File: config.mk
export PLATFORM = sky130hd
export DESIGN_NAME = frame_bitmap_allocator
export DESIGN_NICKNAME = d
export VERILOG_FILES = /design/src/rtl/fba_pkg.sv /design/src/rtl/frame_bitmap_allocator.sv /design/src/rtl/fba_bitmap_ram.sv
export SDC_FILE = /design/constraint.sdc
export NUM_CORES = 1
export LEC_CHECK = 0
export BUFFER_PORTS_ARGS = -buffer_cell sky130_fd_sc_hd__buf_2
export CORE_ASPECT_RATIO = 1.4
export CORE_UTILIZATION = 40
export CTS_CLUSTER_DIAMETER = 100
export DETAILED_ROUTE_END_ITERATION = 6
export PLACE_DENSITY = 0.58
export SETUP_SLACK_MARGIN = 0.3
export SYNTH_ARGS = -nofsm -noshare
export SYNTH_HDL_FRONTEND = slang
export SYNTH_HIERARCHICAL = 1
export SYNTH_SLANG_ARGS = --single-unit
File: constraint.sdc
create_clock -name clk -period 7.2 [get_ports clk]
set_clock_uncertainty 0.15 [all_clocks]
set_input_delay 0.36 -clock clk [delete_from_list [all_inputs] [get_ports clk]]
set_output_delay 0.36 -clock clk [all_outputs]
set_load 0.05 [all_outputs]
File: src/rtl/fba_pkg.sv
// Shared constants and types for the frame bitmap allocator.
package fba_pkg;

  localparam int NUM_FRAMES_DEF = 1024;
  localparam int WORD_W         = 16;
  localparam int BIT_W          = $clog2(WORD_W);
  localparam int FIELD_W        = 11;
  localparam int FRAME_W        = 10;
  localparam int ACT_W          = 2;
  localparam int IN_TDATA_W     = 24;
  localparam int OUT_TDATA_W    = 16;

  localparam logic [ACT_W-1:0] ACT_REPLACE = 2'd0;
  localparam logic [ACT_W-1:0] ACT_ADD     = 2'd1;
  localparam logic [ACT_W-1:0] ACT_ALLOC   = 2'd2;

  localparam logic [WORD_W-1:0] TOP_BIT  = 16'h8000;
  localparam logic [WORD_W-1:0] ALL_ONES = 16'hFFFF;

  typedef enum logic [1:0] {
    S_IDLE,
    S_SWEEP,
    S_SCAN,
    S_FINISH
  } fba_state_t;

endpackage

File: src/rtl/frame_bitmap_allocator.sv
// First-fit frame allocator over a bitmap held in a single-port-pair RAM.
// The bitmap holds one bit per frame, NUM_FRAMES/16 words (W, rounded up) of 16 bits,
// frame i in word i/16 at bit 15-(i%16), 1 meaning free. Replace, add and
// allocate walk the RAM one word per cycle: a replace or add transfer
// rewrites every word, an allocate transfer stops at the first word holding
// a free frame (all W words when none is free), and an unused action code
// goes straight to a not-found result. The walk rate is set by the one
// read and one write port of the bitmap RAM. After reset the block clears
// the RAM in one pass during which s_tready is low.
// One item is in work at a time; the result register lets the next item be
// accepted while a result still waits on the master side.
module frame_bitmap_allocator #(
  parameter int NUM_FRAMES = fba_pkg::NUM_FRAMES_DEF
) (
  input  logic                           clk,
  input  logic                           rst,
  input  logic                           s_tvalid,
  output logic                           s_tready,
  input  logic [fba_pkg::IN_TDATA_W-1:0]  s_tdata,  // first_frame, end_frame, zero fill
  input  logic [fba_pkg::ACT_W-1:0]       s_tuser,  // action
  output logic                           m_tvalid,
  input  logic                           m_tready,
  output logic [fba_pkg::OUT_TDATA_W-1:0] m_tdata,  // frame, zero fill
  output logic                           m_tuser   // found
);
  import fba_pkg::*;

  localparam int WORDS = (NUM_FRAMES + WORD_W - 1) / WORD_W;
  localparam int AW    = (WORDS > 1) ? $clog2(WORDS) : 1;
  localparam int NCW   = $clog2(NUM_FRAMES + 1);
  localparam int CW    = (NCW > FIELD_W) ? NCW : FIELD_W;
  localparam int WW    = CW - BIT_W;
  localparam int SH_W  = BIT_W + 1;

  fba_state_t state, state_next;

  logic [ACT_W-1:0]  act;
  logic              emit;
  logic [WW-1:0]     first_w, end_w;
  logic [BIT_W-1:0]  first_b, end_b;
  logic [AW:0]       rd_ptr;
  logic              p_valid;
  logic [AW-1:0]     p_addr;
  logic [WORD_W-1:0] rdata, wdata, mask;
  logic              wr_en, issue, hit, last_word;
  logic [BIT_W-1:0]  hit_bit;
  logic [SH_W-1:0]   lo, hi;
  logic [WW-1:0]     w_ext;
  logic [CW-1:0]     first_ext, end_ext, end_clip;
  logic [FRAME_W-1:0] res_frame;
  logic              res_found;

  fba_bitmap_ram #(
    .DEPTH(WORDS),
    .AW   (AW)
  ) u_ram (
    .clk  (clk),
    .we   (wr_en),
    .waddr(p_addr),
    .wdata(wdata),
    .re   (issue),
    .raddr(rd_ptr[AW-1:0]),
    .rdata(rdata)
  );

  // Range bounds of the incoming transfer, end clipped to the table size.
  assign first_ext = CW'(s_tdata[FIELD_W-1:0]);
  assign end_ext   = CW'(s_tdata[2*FIELD_W-1:FIELD_W]);
  assign end_clip  = (end_ext > CW'(NUM_FRAMES)) ? CW'(NUM_FRAMES) : end_ext;

  assign issue     = ((state == S_SWEEP) || (state == S_SCAN)) && (rd_ptr < (AW+1)'(WORDS));
  assign last_word = (p_addr == AW'(WORDS - 1));
  assign w_ext     = WW'(p_addr);

  // Next state.
  always_comb begin
    state_next = state;
    unique case (state)
      S_IDLE: begin
        if (s_tvalid) begin
          unique case (s_tuser) inside
            ACT_REPLACE, ACT_ADD: state_next = S_SWEEP;
            ACT_ALLOC:            state_next = S_SCAN;
            default:              state_next = S_FINISH;
          endcase
        end
      end
      S_SWEEP: begin
        if (p_valid && last_word) begin
          state_next = emit ? S_FINISH : S_IDLE;
        end
      end
      S_SCAN: begin
        if (hit || (p_valid && last_word)) begin
          state_next = S_FINISH;
        end
      end
      S_FINISH: begin
        if (!m_tvalid || m_tready) begin
          state_next = S_IDLE;
        end
      end
      default: state_next = S_IDLE;
    endcase
  end

  // Word mask, first-free search and write-back data.
  always_comb begin
    if (w_ext == first_w) begin
      lo = {1'b0, first_b};
    end else if (w_ext < first_w) begin
      lo = SH_W'(WORD_W);
    end else begin
      lo = '0;
    end
    if (w_ext == end_w) begin
      hi = {1'b0, end_b};
    end else if (w_ext < end_w) begin
      hi = SH_W'(WORD_W);
    end else begin
      hi = '0;
    end
    mask = (ALL_ONES >> lo) & ~(ALL_ONES >> hi);

    // Lowest frame number sits in the highest bit, so the last match wins.
    hit_bit = '0;
    for (int j = WORD_W - 1; j >= 0; j--) begin
      if (rdata[WORD_W-1-j]) begin
        hit_bit = BIT_W'(j);
      end
    end

    s_tready = (state == S_IDLE);
    wr_en    = 1'b0;
    hit      = 1'b0;
    wdata    = '0;
    unique case (state)
      S_SWEEP: begin
        wr_en = p_valid;
        wdata = ((act == ACT_ADD) ? rdata : '0) | mask;
      end
      S_SCAN: begin
        hit   = p_valid && (rdata != '0);
        wr_en = hit;
        wdata = rdata & ~(TOP_BIT >> hit_bit);
      end
      default: begin
        wr_en = 1'b0;
      end
    endcase
  end

  // Control state. Reset starts a replace walk with an empty range and no
  // result, which clears the whole bitmap.
  always_ff @(posedge clk) begin
    if (rst) begin
      state   <= S_SWEEP;
      rd_ptr  <= '0;
      p_valid <= 1'b0;
      emit    <= 1'b0;
      act     <= ACT_REPLACE;
      first_w <= '0;
      end_w   <= '0;
      first_b <= '0;
      end_b   <= '0;
      m_tvalid <= 1'b0;
    end else begin
      state <= state_next;
      if (state == S_IDLE) begin
        rd_ptr  <= '0;
        p_valid <= 1'b0;
        if (s_tvalid) begin
          emit    <= 1'b1;
          act     <= s_tuser;
          first_w <= first_ext[CW-1:BIT_W];
          first_b <= first_ext[BIT_W-1:0];
          end_w   <= end_clip[CW-1:BIT_W];
          end_b   <= end_clip[BIT_W-1:0];
        end
      end else begin
        p_valid <= issue;
        if (issue) begin
          rd_ptr <= rd_ptr + 1'b1;
        end
      end
      if ((state == S_FINISH) && (!m_tvalid || m_tready)) begin
        m_tvalid <= 1'b1;
      end else if (m_tready) begin
        m_tvalid <= 1'b0;
      end
    end
  end

  // Payload registers.
  always_ff @(posedge clk) begin
    if (issue) begin
      p_addr <= rd_ptr[AW-1:0];
    end
    if ((state == S_IDLE) && s_tvalid) begin
      res_frame <= '0;
      res_found <= 1'b0;
    end else if (hit) begin
      res_frame <= FRAME_W'({p_addr, hit_bit});
      res_found <= 1'b1;
    end
    if ((state == S_FINISH) && (!m_tvalid || m_tready)) begin
      m_tdata <= OUT_TDATA_W'(res_frame);
      m_tuser <= res_found;
    end
  end

  a_no_write_idle: assert property (@(posedge clk) disable iff (rst)
    (state == S_IDLE) |-> !wr_en)
    else $error("bitmap written while idle");

  a_result_from_finish: assert property (@(posedge clk) disable iff (rst)
    $rose(m_tvalid) |-> $past(state == S_FINISH))
    else $error("result appeared outside the finish step");

  a_claim_one_bit: assert property (@(posedge clk) disable iff (rst)
    (wr_en && (state == S_SCAN)) |-> ($countones(rdata ^ wdata) == 1))
    else $error("allocation changed other than one bit");

  a_miss_zero_frame: assert property (@(posedge clk) disable iff (rst)
    (m_tvalid && !m_tuser) |-> (m_tdata == '0))
    else $error("frame not zero without a claimed frame");

endmodule

File: src/rtl/fba_bitmap_ram.sv
// Bitmap word store: one write port, one read port, registered read data.
module fba_bitmap_ram #(
  parameter int DEPTH = fba_pkg::NUM_FRAMES_DEF / fba_pkg::WORD_W,
  parameter int AW    = 6
) (
  input  logic                      clk,
  input  logic                      we,
  input  logic [AW-1:0]             waddr,
  input  logic [fba_pkg::WORD_W-1:0] wdata,
  input  logic                      re,
  input  logic [AW-1:0]             raddr,
  output logic [fba_pkg::WORD_W-1:0] rdata
);
  import fba_pkg::*;

  logic [WORD_W-1:0] mem [DEPTH];

  always_ff @(posedge clk) begin
    if (we) begin
      mem[waddr] <= wdata;
    end
  end

  always_ff @(posedge clk) begin
    if (re) begin
      rdata <= mem[raddr];
    end
  end

endmodule

==> summary.txt, run 1 <==
Worst setup path
  – Slowest stage cell, crit path: nor2_2
  – Reg2Reg Depth: 7
  – Startpoint types: register
  – R2r setup slk: 2730 ps
  – Critical R2R Capture: u_ram/mem[37][14]
  – Critical setup path kind: register to register
  – Worst-path cell chain: or4_1 > or2_4 > o21a_1 > nand2_1 > a21boi_0 > nand3_1 > nor2_2
  – RR Startpoint: u_ram/rdata[10]
  – Critical Path RT: 7380 ps
  – Worst-path fanout max: 16
  – Critical Path Sink Type: register
  – Critical path arrival: 4640 ps
  – Max stage delay on crit path: 1080 ps

Synth
  – Yosys reg bits: 1,104
  – Sequential share of the synthesized area: 74.6%
  – Main combinational cell family by area after synthesis: multiplexers
  – Top cells by area, synth: edfxtp_1 72%, mux4_2 11%, dfxtp_1 2.1%
  – EDFF count, synth: 1,057
  – Area leader, netlist: edfxtp_1
  – Post-synth top cells: 1,057 x edfxtp_1, 220 x mux4_2, 122 x nand2_1
  – Post-Synth Adder-Cell Area: 0.486%
  – Synth warn: 6
  – Count leader, synth: edfxtp_1
  – Async S/R FF share, synth: 0%
  – Post-synthesis compound-gate area fraction: 3.87%
  – Simple-Gate Fraction of Synth Area: 4.38%
  – Post-synth top area share: 72.5%
  – Post-Syn Area: 0.0438 mm²
  – Cells after synthesis: 2,266
  – Yosys cell types: 77
  – Post-synthesis mux area share: 14.4%
  – Avg Inst Size Synth: 19.3 µm²
  – Post-synthesis xor/xnor area fraction: 0.100%
  – Synth Flop Type: edfxtp_1

Detailed routing
  – Wirelength, routed: 105,000 µm
  – Pre-antenna DRT Iters: 6
  – Drt first-iter violations: 1,855
  – DR DRC count: 0
  – Vias: 22,000
  – Via/cell ratio: 5.53
  – Routed WL per cell: 26.3 µm
  – Final ANT Viol Nets: 0

Pwr
  – Leakage power total: 15.7 nW
  – IR Drop Worst-Case VDD: 0.000382 V
  – Power Density: 399 mW/mm²

Timing
  – Period minus WS final: 4470 ps
  – Final setup vio count: 0
  – Hold Fails Final Rpt: 0
  – Final TNS setup: 0 ps
  – Fmax: 224 MHz
  – Unrepaired setup endpoints after global routing: false
  – Post-route clock period utilization: 62.0%
  – Slew margin rel.: 14.2%
  – Slew at the pin with the worst max-slew slack: 1290 ps
  – Count of final max-slew check failures: 0

Place
  – Placed wire-length estimate: 62,500 µm
  – # placed instances: 3,726
  – Port buffer count: 40
  – GPL Wtd Cong: 0.939

Die
  – Die area: 0.111 mm²
  – Die X: 282 µm
  – Die Y: 394 µm
  – Core Area: 0.109 mm²
  – Rows: 143
  – IO Pins: 49
  – Initial Utilization: 40.3%

Clocking
  – Clock latency on the worst-skew pair: 710 ps
  – Cts bufs inserted: 100
  – CTS Sinks: 1,104
  – Max Root-Sink Buffers: 3
  – CTS tree: done
  – H-tree depth: 3
  – Root buf cell: clkbuf_16
  – Worst-path clk slew: 70 ps
  – Postcts setup bufs: 0

Cells and area
  – Nets: 2,485
  – Layout Utilization: 46.0%
  – Non-filler cells, final: 3,975
  – Antenna diodes: 0
  – Area Growth Syn to Fin: 14.0%
  – Share of cells above drive strength 1: 22.9%

Global route
  – Gr ovfl total: 0
  – Antenna violations before repair: 4
  – Global-route wire length before repair: 153,000 µm
  – Largest net degree at the start of global routing: 112
  – Overall Global Routing Usage: 19.1%
  – Vias in the first global route: 22,900

Min path
  – Critical hold path startpoint: res_frame[3]
  – Hold path depth: 0
  – WHS Endpoint: m_tdata[3]
  – Hold Crit Class: register to register

Outcome
  – Outcome: completed

Flow run
  – Number of max-cap violations: 0
==> registers in the layout (all words and copies together), names as in the netlist <==
name,flops
p_addr,6
state,2
u_ram/rdata,16
m_tvalid,1
res_frame,10
first_w,7
first_b,4
m_tuser,1
emit,1
rd_ptr,7
act,2
end_b,4
end_w,7
m_tdata,10
res_found,1
u_ram/mem,1024
p_valid,1
==> cell type report <==
type | instances | area [µm²]
clock buffer | 119 | 2620
clock inverter | 70 | 764
fill | 9079 | 58700
inverter | 21 | 78.8
multi-input combinational | 1015 | 10400
sequential | 1104 | 32700
tap | 1450 | 1810
timing repair buffer | 196 | 1580
==> per-stage QoR <==
| step | setup slack (ps) | hold WS [ps] | total power [W] | area, µm² |
|---|---|---|---|---|
| after floorplan | 1980 | 258 | 0.0126 | 43800 |
| after global placement | 2940 | 272 | 0.0145 | 46000 |
| after detailed placement | 2850 | 271 | 0.0147 | 46000 |
| after CTS | 2820 | 286 | 0.0201 | 49900 |
| after global routing | 2550 | 298 | 0.0207 | 49900 |
| final | 2730 | 284 | 0.0199 | 49900 |
==> timing repair <==
action	in CTS	in global routing
endpoints found under the hold margin	28	0
setup endpoints to repair	0	0
gates resized for setup	0	0
hold buffers	60	0
==> power by group <==
part	internal [W]	total, W	switching, W
Clock	0.00303	0.00541	0.00238
Combinational	0.00156	0.00534	0.00377
Sequential	0.00894	0.00917	0.000223
Total	0.0135	0.0199	0.00638
==> routing by layer <==
layer / vias to the layer above / share of wire, % / global-route usage [%]
met1: 11500 / 38 / 22.6
met2: 705 / 53 / 34.1
met3: 209 / 5.0 / 2.85
met5: - / 0.027 / 0
li1: 9579 / - / -
met4: 4 / 4.4 / 8.58
==> cell families after synthesis <==
family / after synthesis
fa+ha+maj: 17
mux: 344
simple gates: 399
buf+inv: 152
other cells: 1
flops: 1104
compound gates: 244
xor+xnor: 5
==> cell usage in the layout (no fill, tap or decap), types with 36 or more instances in the layout <==
cell type,netlist,routed
nor2b_1,38,36
buf_4,19,91
a22oi_1,43,43
nand2_1,122,121
dlygate4sd3_1,0,60
nor2_1,120,115
buf_2,36,40
clkbuf_16,0,101
mux4_2,220,220
dfxtp_1,47,43
edfxtp_1,1057,1057
a21oi_1,62,61
mux2i_1,93,93
==> how the worst max path moves through the flow <==
stage                    start                end  slack [ps]  depth (start not counted)
2_1_floorplan        p_addr[0]   u_ram/mem[0][12]        1980                          8
3_3_place_gp         p_addr[3]  u_ram/mem[12][10]        2940                          8
3_5_place_dp   u_ram/rdata[10]  u_ram/mem[24][14]        2850                          9
4_1_cts        u_ram/rdata[10]  u_ram/mem[24][14]        2820                          9
5_1_grt         u_ram/rdata[8]   u_ram/mem[36][0]        2550                          8
6_report       u_ram/rdata[10]  u_ram/mem[37][14]        2730                          7
==> critical path: cells and delay by family, from the launching register on <==
family	cells	cell delay [ps]
AOI/OAI and AO/OA	2	940
DFF	1	460
and+or+nand+nor	5	2500
Note: power is estimated with default switching activity, not from simulation.
==> run 2: changes to the inputs <==
--- a/config.mk
+++ b/config.mk
@@ -5,12 +5,13 @@
 export SDC_FILE = /design/constraint.sdc
 export NUM_CORES = 1
 export LEC_CHECK = 0
+export ABC_AREA = 1
 export BUFFER_PORTS_ARGS = -buffer_cell sky130_fd_sc_hd__buf_2
 export CORE_ASPECT_RATIO = 1.4
 export CORE_UTILIZATION = 40
 export CTS_CLUSTER_DIAMETER = 100
 export DETAILED_ROUTE_END_ITERATION = 6
-export PLACE_DENSITY = 0.58
+export PLACE_DENSITY = 0.6
 export SETUP_SLACK_MARGIN = 0.3
 export SYNTH_ARGS = -nofsm -noshare
 export SYNTH_HDL_FRONTEND = slang
==> constraint.sdc (replaced) <==
create_clock -name clk -period 3.86 [get_ports clk]
set_clock_uncertainty 0.15 [all_clocks]
set_input_delay 0.193 -clock clk [delete_from_list [all_inputs] [get_ports clk]]
set_output_delay 0.193 -clock clk [all_outputs]
set_load 0.05 [all_outputs]
==> run 2 against run 1 <==
Against the previous run: synthesized cell count grew 77%; via count grew 37%; synthesized area grew 4.9%; utilization is essentially flat; highest routed layer is now met4; total power grew 110%; routed wire length grew 16%; worst hold slack lost 120 ps; final cell count grew 43%; design area grew 4.3%; count of clock-buffer cells in the layout grew 10; the flow now finishes with violations (design-rule violations); setup slack lost 2200 ps.
==> summary.txt, run 2 <==
Outcome
  – Outcome: finished, violations left
  – Failing checks: design-rule violations

Die
  – Initial Utilization: 40.5%
  – Die X: 288 µm
  – Die Y: 403 µm
  – Die area: 0.116 mm²
  – IO Pins: 49
  – Rows: 146
  – Core Area: 0.113 mm²

Cells and area
  – Largest Register: u_ram/mem
  – Antenna diodes: 0
  – Most common cell after layout, fill and taps aside: nand2_1
  – Design Area, Final: 0.0521 mm²
  – Most frequent cells in the layout: 1,380 x nand2_1, 1,057 x edfxtp_1, 893 x nand3_1
  – Share of cells above drive strength 1: 9.54%
  – Layout Utilization: 45.9%
  – Non-filler cells, final: 5,693
  – Area Growth Syn to Fin: 13.4%
  – Layout fillers: 10,200
  – Top Registers: u_ram/mem x1024, u_ram/rdata x16
  – Max reg flops: 1,024
  – Nets: 4,176

Pwr
  – Power Density: 817 mW/mm²
  – Leakage power total: 19.0 nW
  – IR Drop Worst-Case VDD: 0.000682 V

Worst setup path
  – Critical Path Sink Type: register
  – Critical Path RT: 4300 ps
  – R2r setup slk: 540 ps
  – Critical path arrival: 3770 ps
  – RR Startpoint: state[0]
  – Critical R2R Capture: end_w[5]
  – Critical setup path kind: register to register
  – Startpoint types: register
  – Reg2Reg Depth: 9
  – Worst-path fanout max: 43

Detailed routing
  – Via/cell ratio: 5.31
  – Vias: 30,200
  – Routed WL per cell: 21.4 µm
  – Drt first-iter violations: 2,933
  – Pre-antenna DRT Iters: 7
  – Wirelength, routed: 122,000 µm
  – DR DRC count: 11
  – Final ANT Viol Nets: 0

Synth
  – Area leader, netlist: edfxtp_1
  – Count leader, synth: nand2_1
  – Synth warn: 6
  – Yosys reg bits: 1,104
  – EDFF count, synth: 1,057
  – Sequential share of the synthesized area: 71.1%
  – Async S/R FF share, synth: 0%
  – Top cells by area, synth: edfxtp_1 69%, nand2_1 11%, nand3_1 9.7%
  – Avg Inst Size Synth: 11.5 µm²
  – Post-Syn Area: 0.0460 mm²
  – Yosys cell types: 46
  – Post-synth top area share: 69.1%
  – Cells after synthesis: 4,011
  – Synth Flop Type: edfxtp_1
  – Post-synth top cells: 1,380 x nand2_1, 1,057 x edfxtp_1, 893 x nand3_1

Clocking
  – Max Root-Sink Buffers: 3
  – CTS tree: done
  – Clock latency on the worst-skew pair: 720 ps
  – Worst-path clk slew: 60 ps
  – H-tree depth: 3
  – Postcts setup bufs: 0
  – Cts bufs inserted: 101
  – CTS Sinks: 1,104
  – Root buf cell: clkbuf_16

Place
  – GPL Wtd Cong: 0.911
  – Port buffer count: 40
  – Placed cell area: 0.0483 mm²
  – # placed instances: 5,451
  – Placed wire-length estimate: 70,200 µm

Timing
  – Final TNS setup: 0 ps
  – Slew margin rel.: 26.3%
  – Final setup vio count: 0
  – Slew at the pin with the worst max-slew slack: 1110 ps
  – Count of final max-slew check failures: 0
  – Fmax: 301 MHz
  – Unrepaired setup endpoints after global routing: false
  – Hold Fails Final Rpt: 0
  – Period minus WS final: 3320 ps
  – Post-route clock period utilization: 86.1%

Global route
  – Antenna violations before repair: 0
  – Largest net degree at the start of global routing: 192
  – Gr ovfl total: 0
  – Vias in the first global route: 28,300
  – Global-route wire length before repair: 180,000 µm
  – Overall Global Routing Usage: 20.9%

Min path
  – Critical hold path startpoint: s_tdata[1]
  – Hold path depth: 4
  – Hold Crit Class: input port to register
  – WHS Endpoint: first_b[1]

Flow run
  – Number of max-cap violations: 0
run 2: changes by cell type after synthesis, sizes merged, moves of 14 or more:
cell    previous run  this run
o21ai             27        41
nand3             35       896
a221oi            16         0
inv               21        83
nand2            123      1385
a22oi             43         1
nor2             122        96
mux2i             93         0
nor2b             38         0
mux4             224         0
buf               86       210
mux2              27         0
run 2: cell families after synthesis:
group,after synthesis,share of synthesized area (%)
AND/OR/NAND/NOR,2419,22.5
flip-flops,1104,71.1
buffers and inverters,330,4.06
AO/OA/AOI/OAI,138,1.77
adder cells (fa/ha/maj),17,0.463
XOR/XNOR,2,0.0381
other,1,0.00816
run 2: worst max-delay path by stage:
stage                   start  slack (ps)                to  depth (start not counted)
floorplan           p_addr[5]        -270  u_ram/mem[0][12]                         11
global placement    p_addr[5]         590  u_ram/mem[6][13]                         12
detailed placement  p_addr[5]         580  u_ram/mem[5][13]                         12
CTS                  state[0]         370          end_w[5]                          9
global route         state[0]         370          end_w[5]                          9
finish               state[0]         540          end_w[5]                          9
run 2: worst max-delay path, stage by stage (launching register included):
cell and delay (ps):
dfxtp_1 420, inv_1 90, ha_1 300, nand2_1 90
buf_4 370, clkinvlp_4 430, nand3_1 170, dlygate4sd3_1 570
a21oi_1 60, dlygate4sd3_1 570
run 2: power breakdown:
group,total [W],switching (W),leakage (nW),internal (W)
Clock,0.0100,0.00436,1.62,0.00565
Combinational,0.0155,0.0117,7.21,0.00381
Sequential,0.0171,0.000281,10.1,0.0168
Total,0.0426,0.0163,19.0,0.0262
run 2: routing by layer:
layer	track usage (%)	wire length, µm	share of wire, %	up-vias
met1	25.7	47200	39	14800
met5	0	0	0	-
met4	10.4	6000	4.9	0
li1	-	-	-	14300
met3	2.38	6540	5.4	218
met2	36.2	62000	51	939
run 2: final cells by class:
type	count	area [µm²]	share of cell area, %
flip-flops and latches	1104	32700	62.7
clock buffers	129	2760	5.29
repair buffers	255	2260	4.35
multi-input cells	2582	11700	22.4
clock inverters	58	534	1.03
well taps	1480	1850	3.55
inverters	85	349	0.670
run 2: stage by stage:
step           worst slack (ps)  power (W)  hold WS [ps]
2_1_floorplan              -274     0.0267           186
3_5_place_dp                583     0.0329           263
3_3_place_gp                588     0.0326           261
6_report                    535     0.0426           168
4_1_cts                     367     0.0429           132
5_1_grt                     374     0.0446           181
run 2: timing repair:
action	4_1_cts	5_1_grt
hold buffers	55	0
setup endpoints to repair	0	1
resized for setup	0	1
hold endpoints to repair	39	0
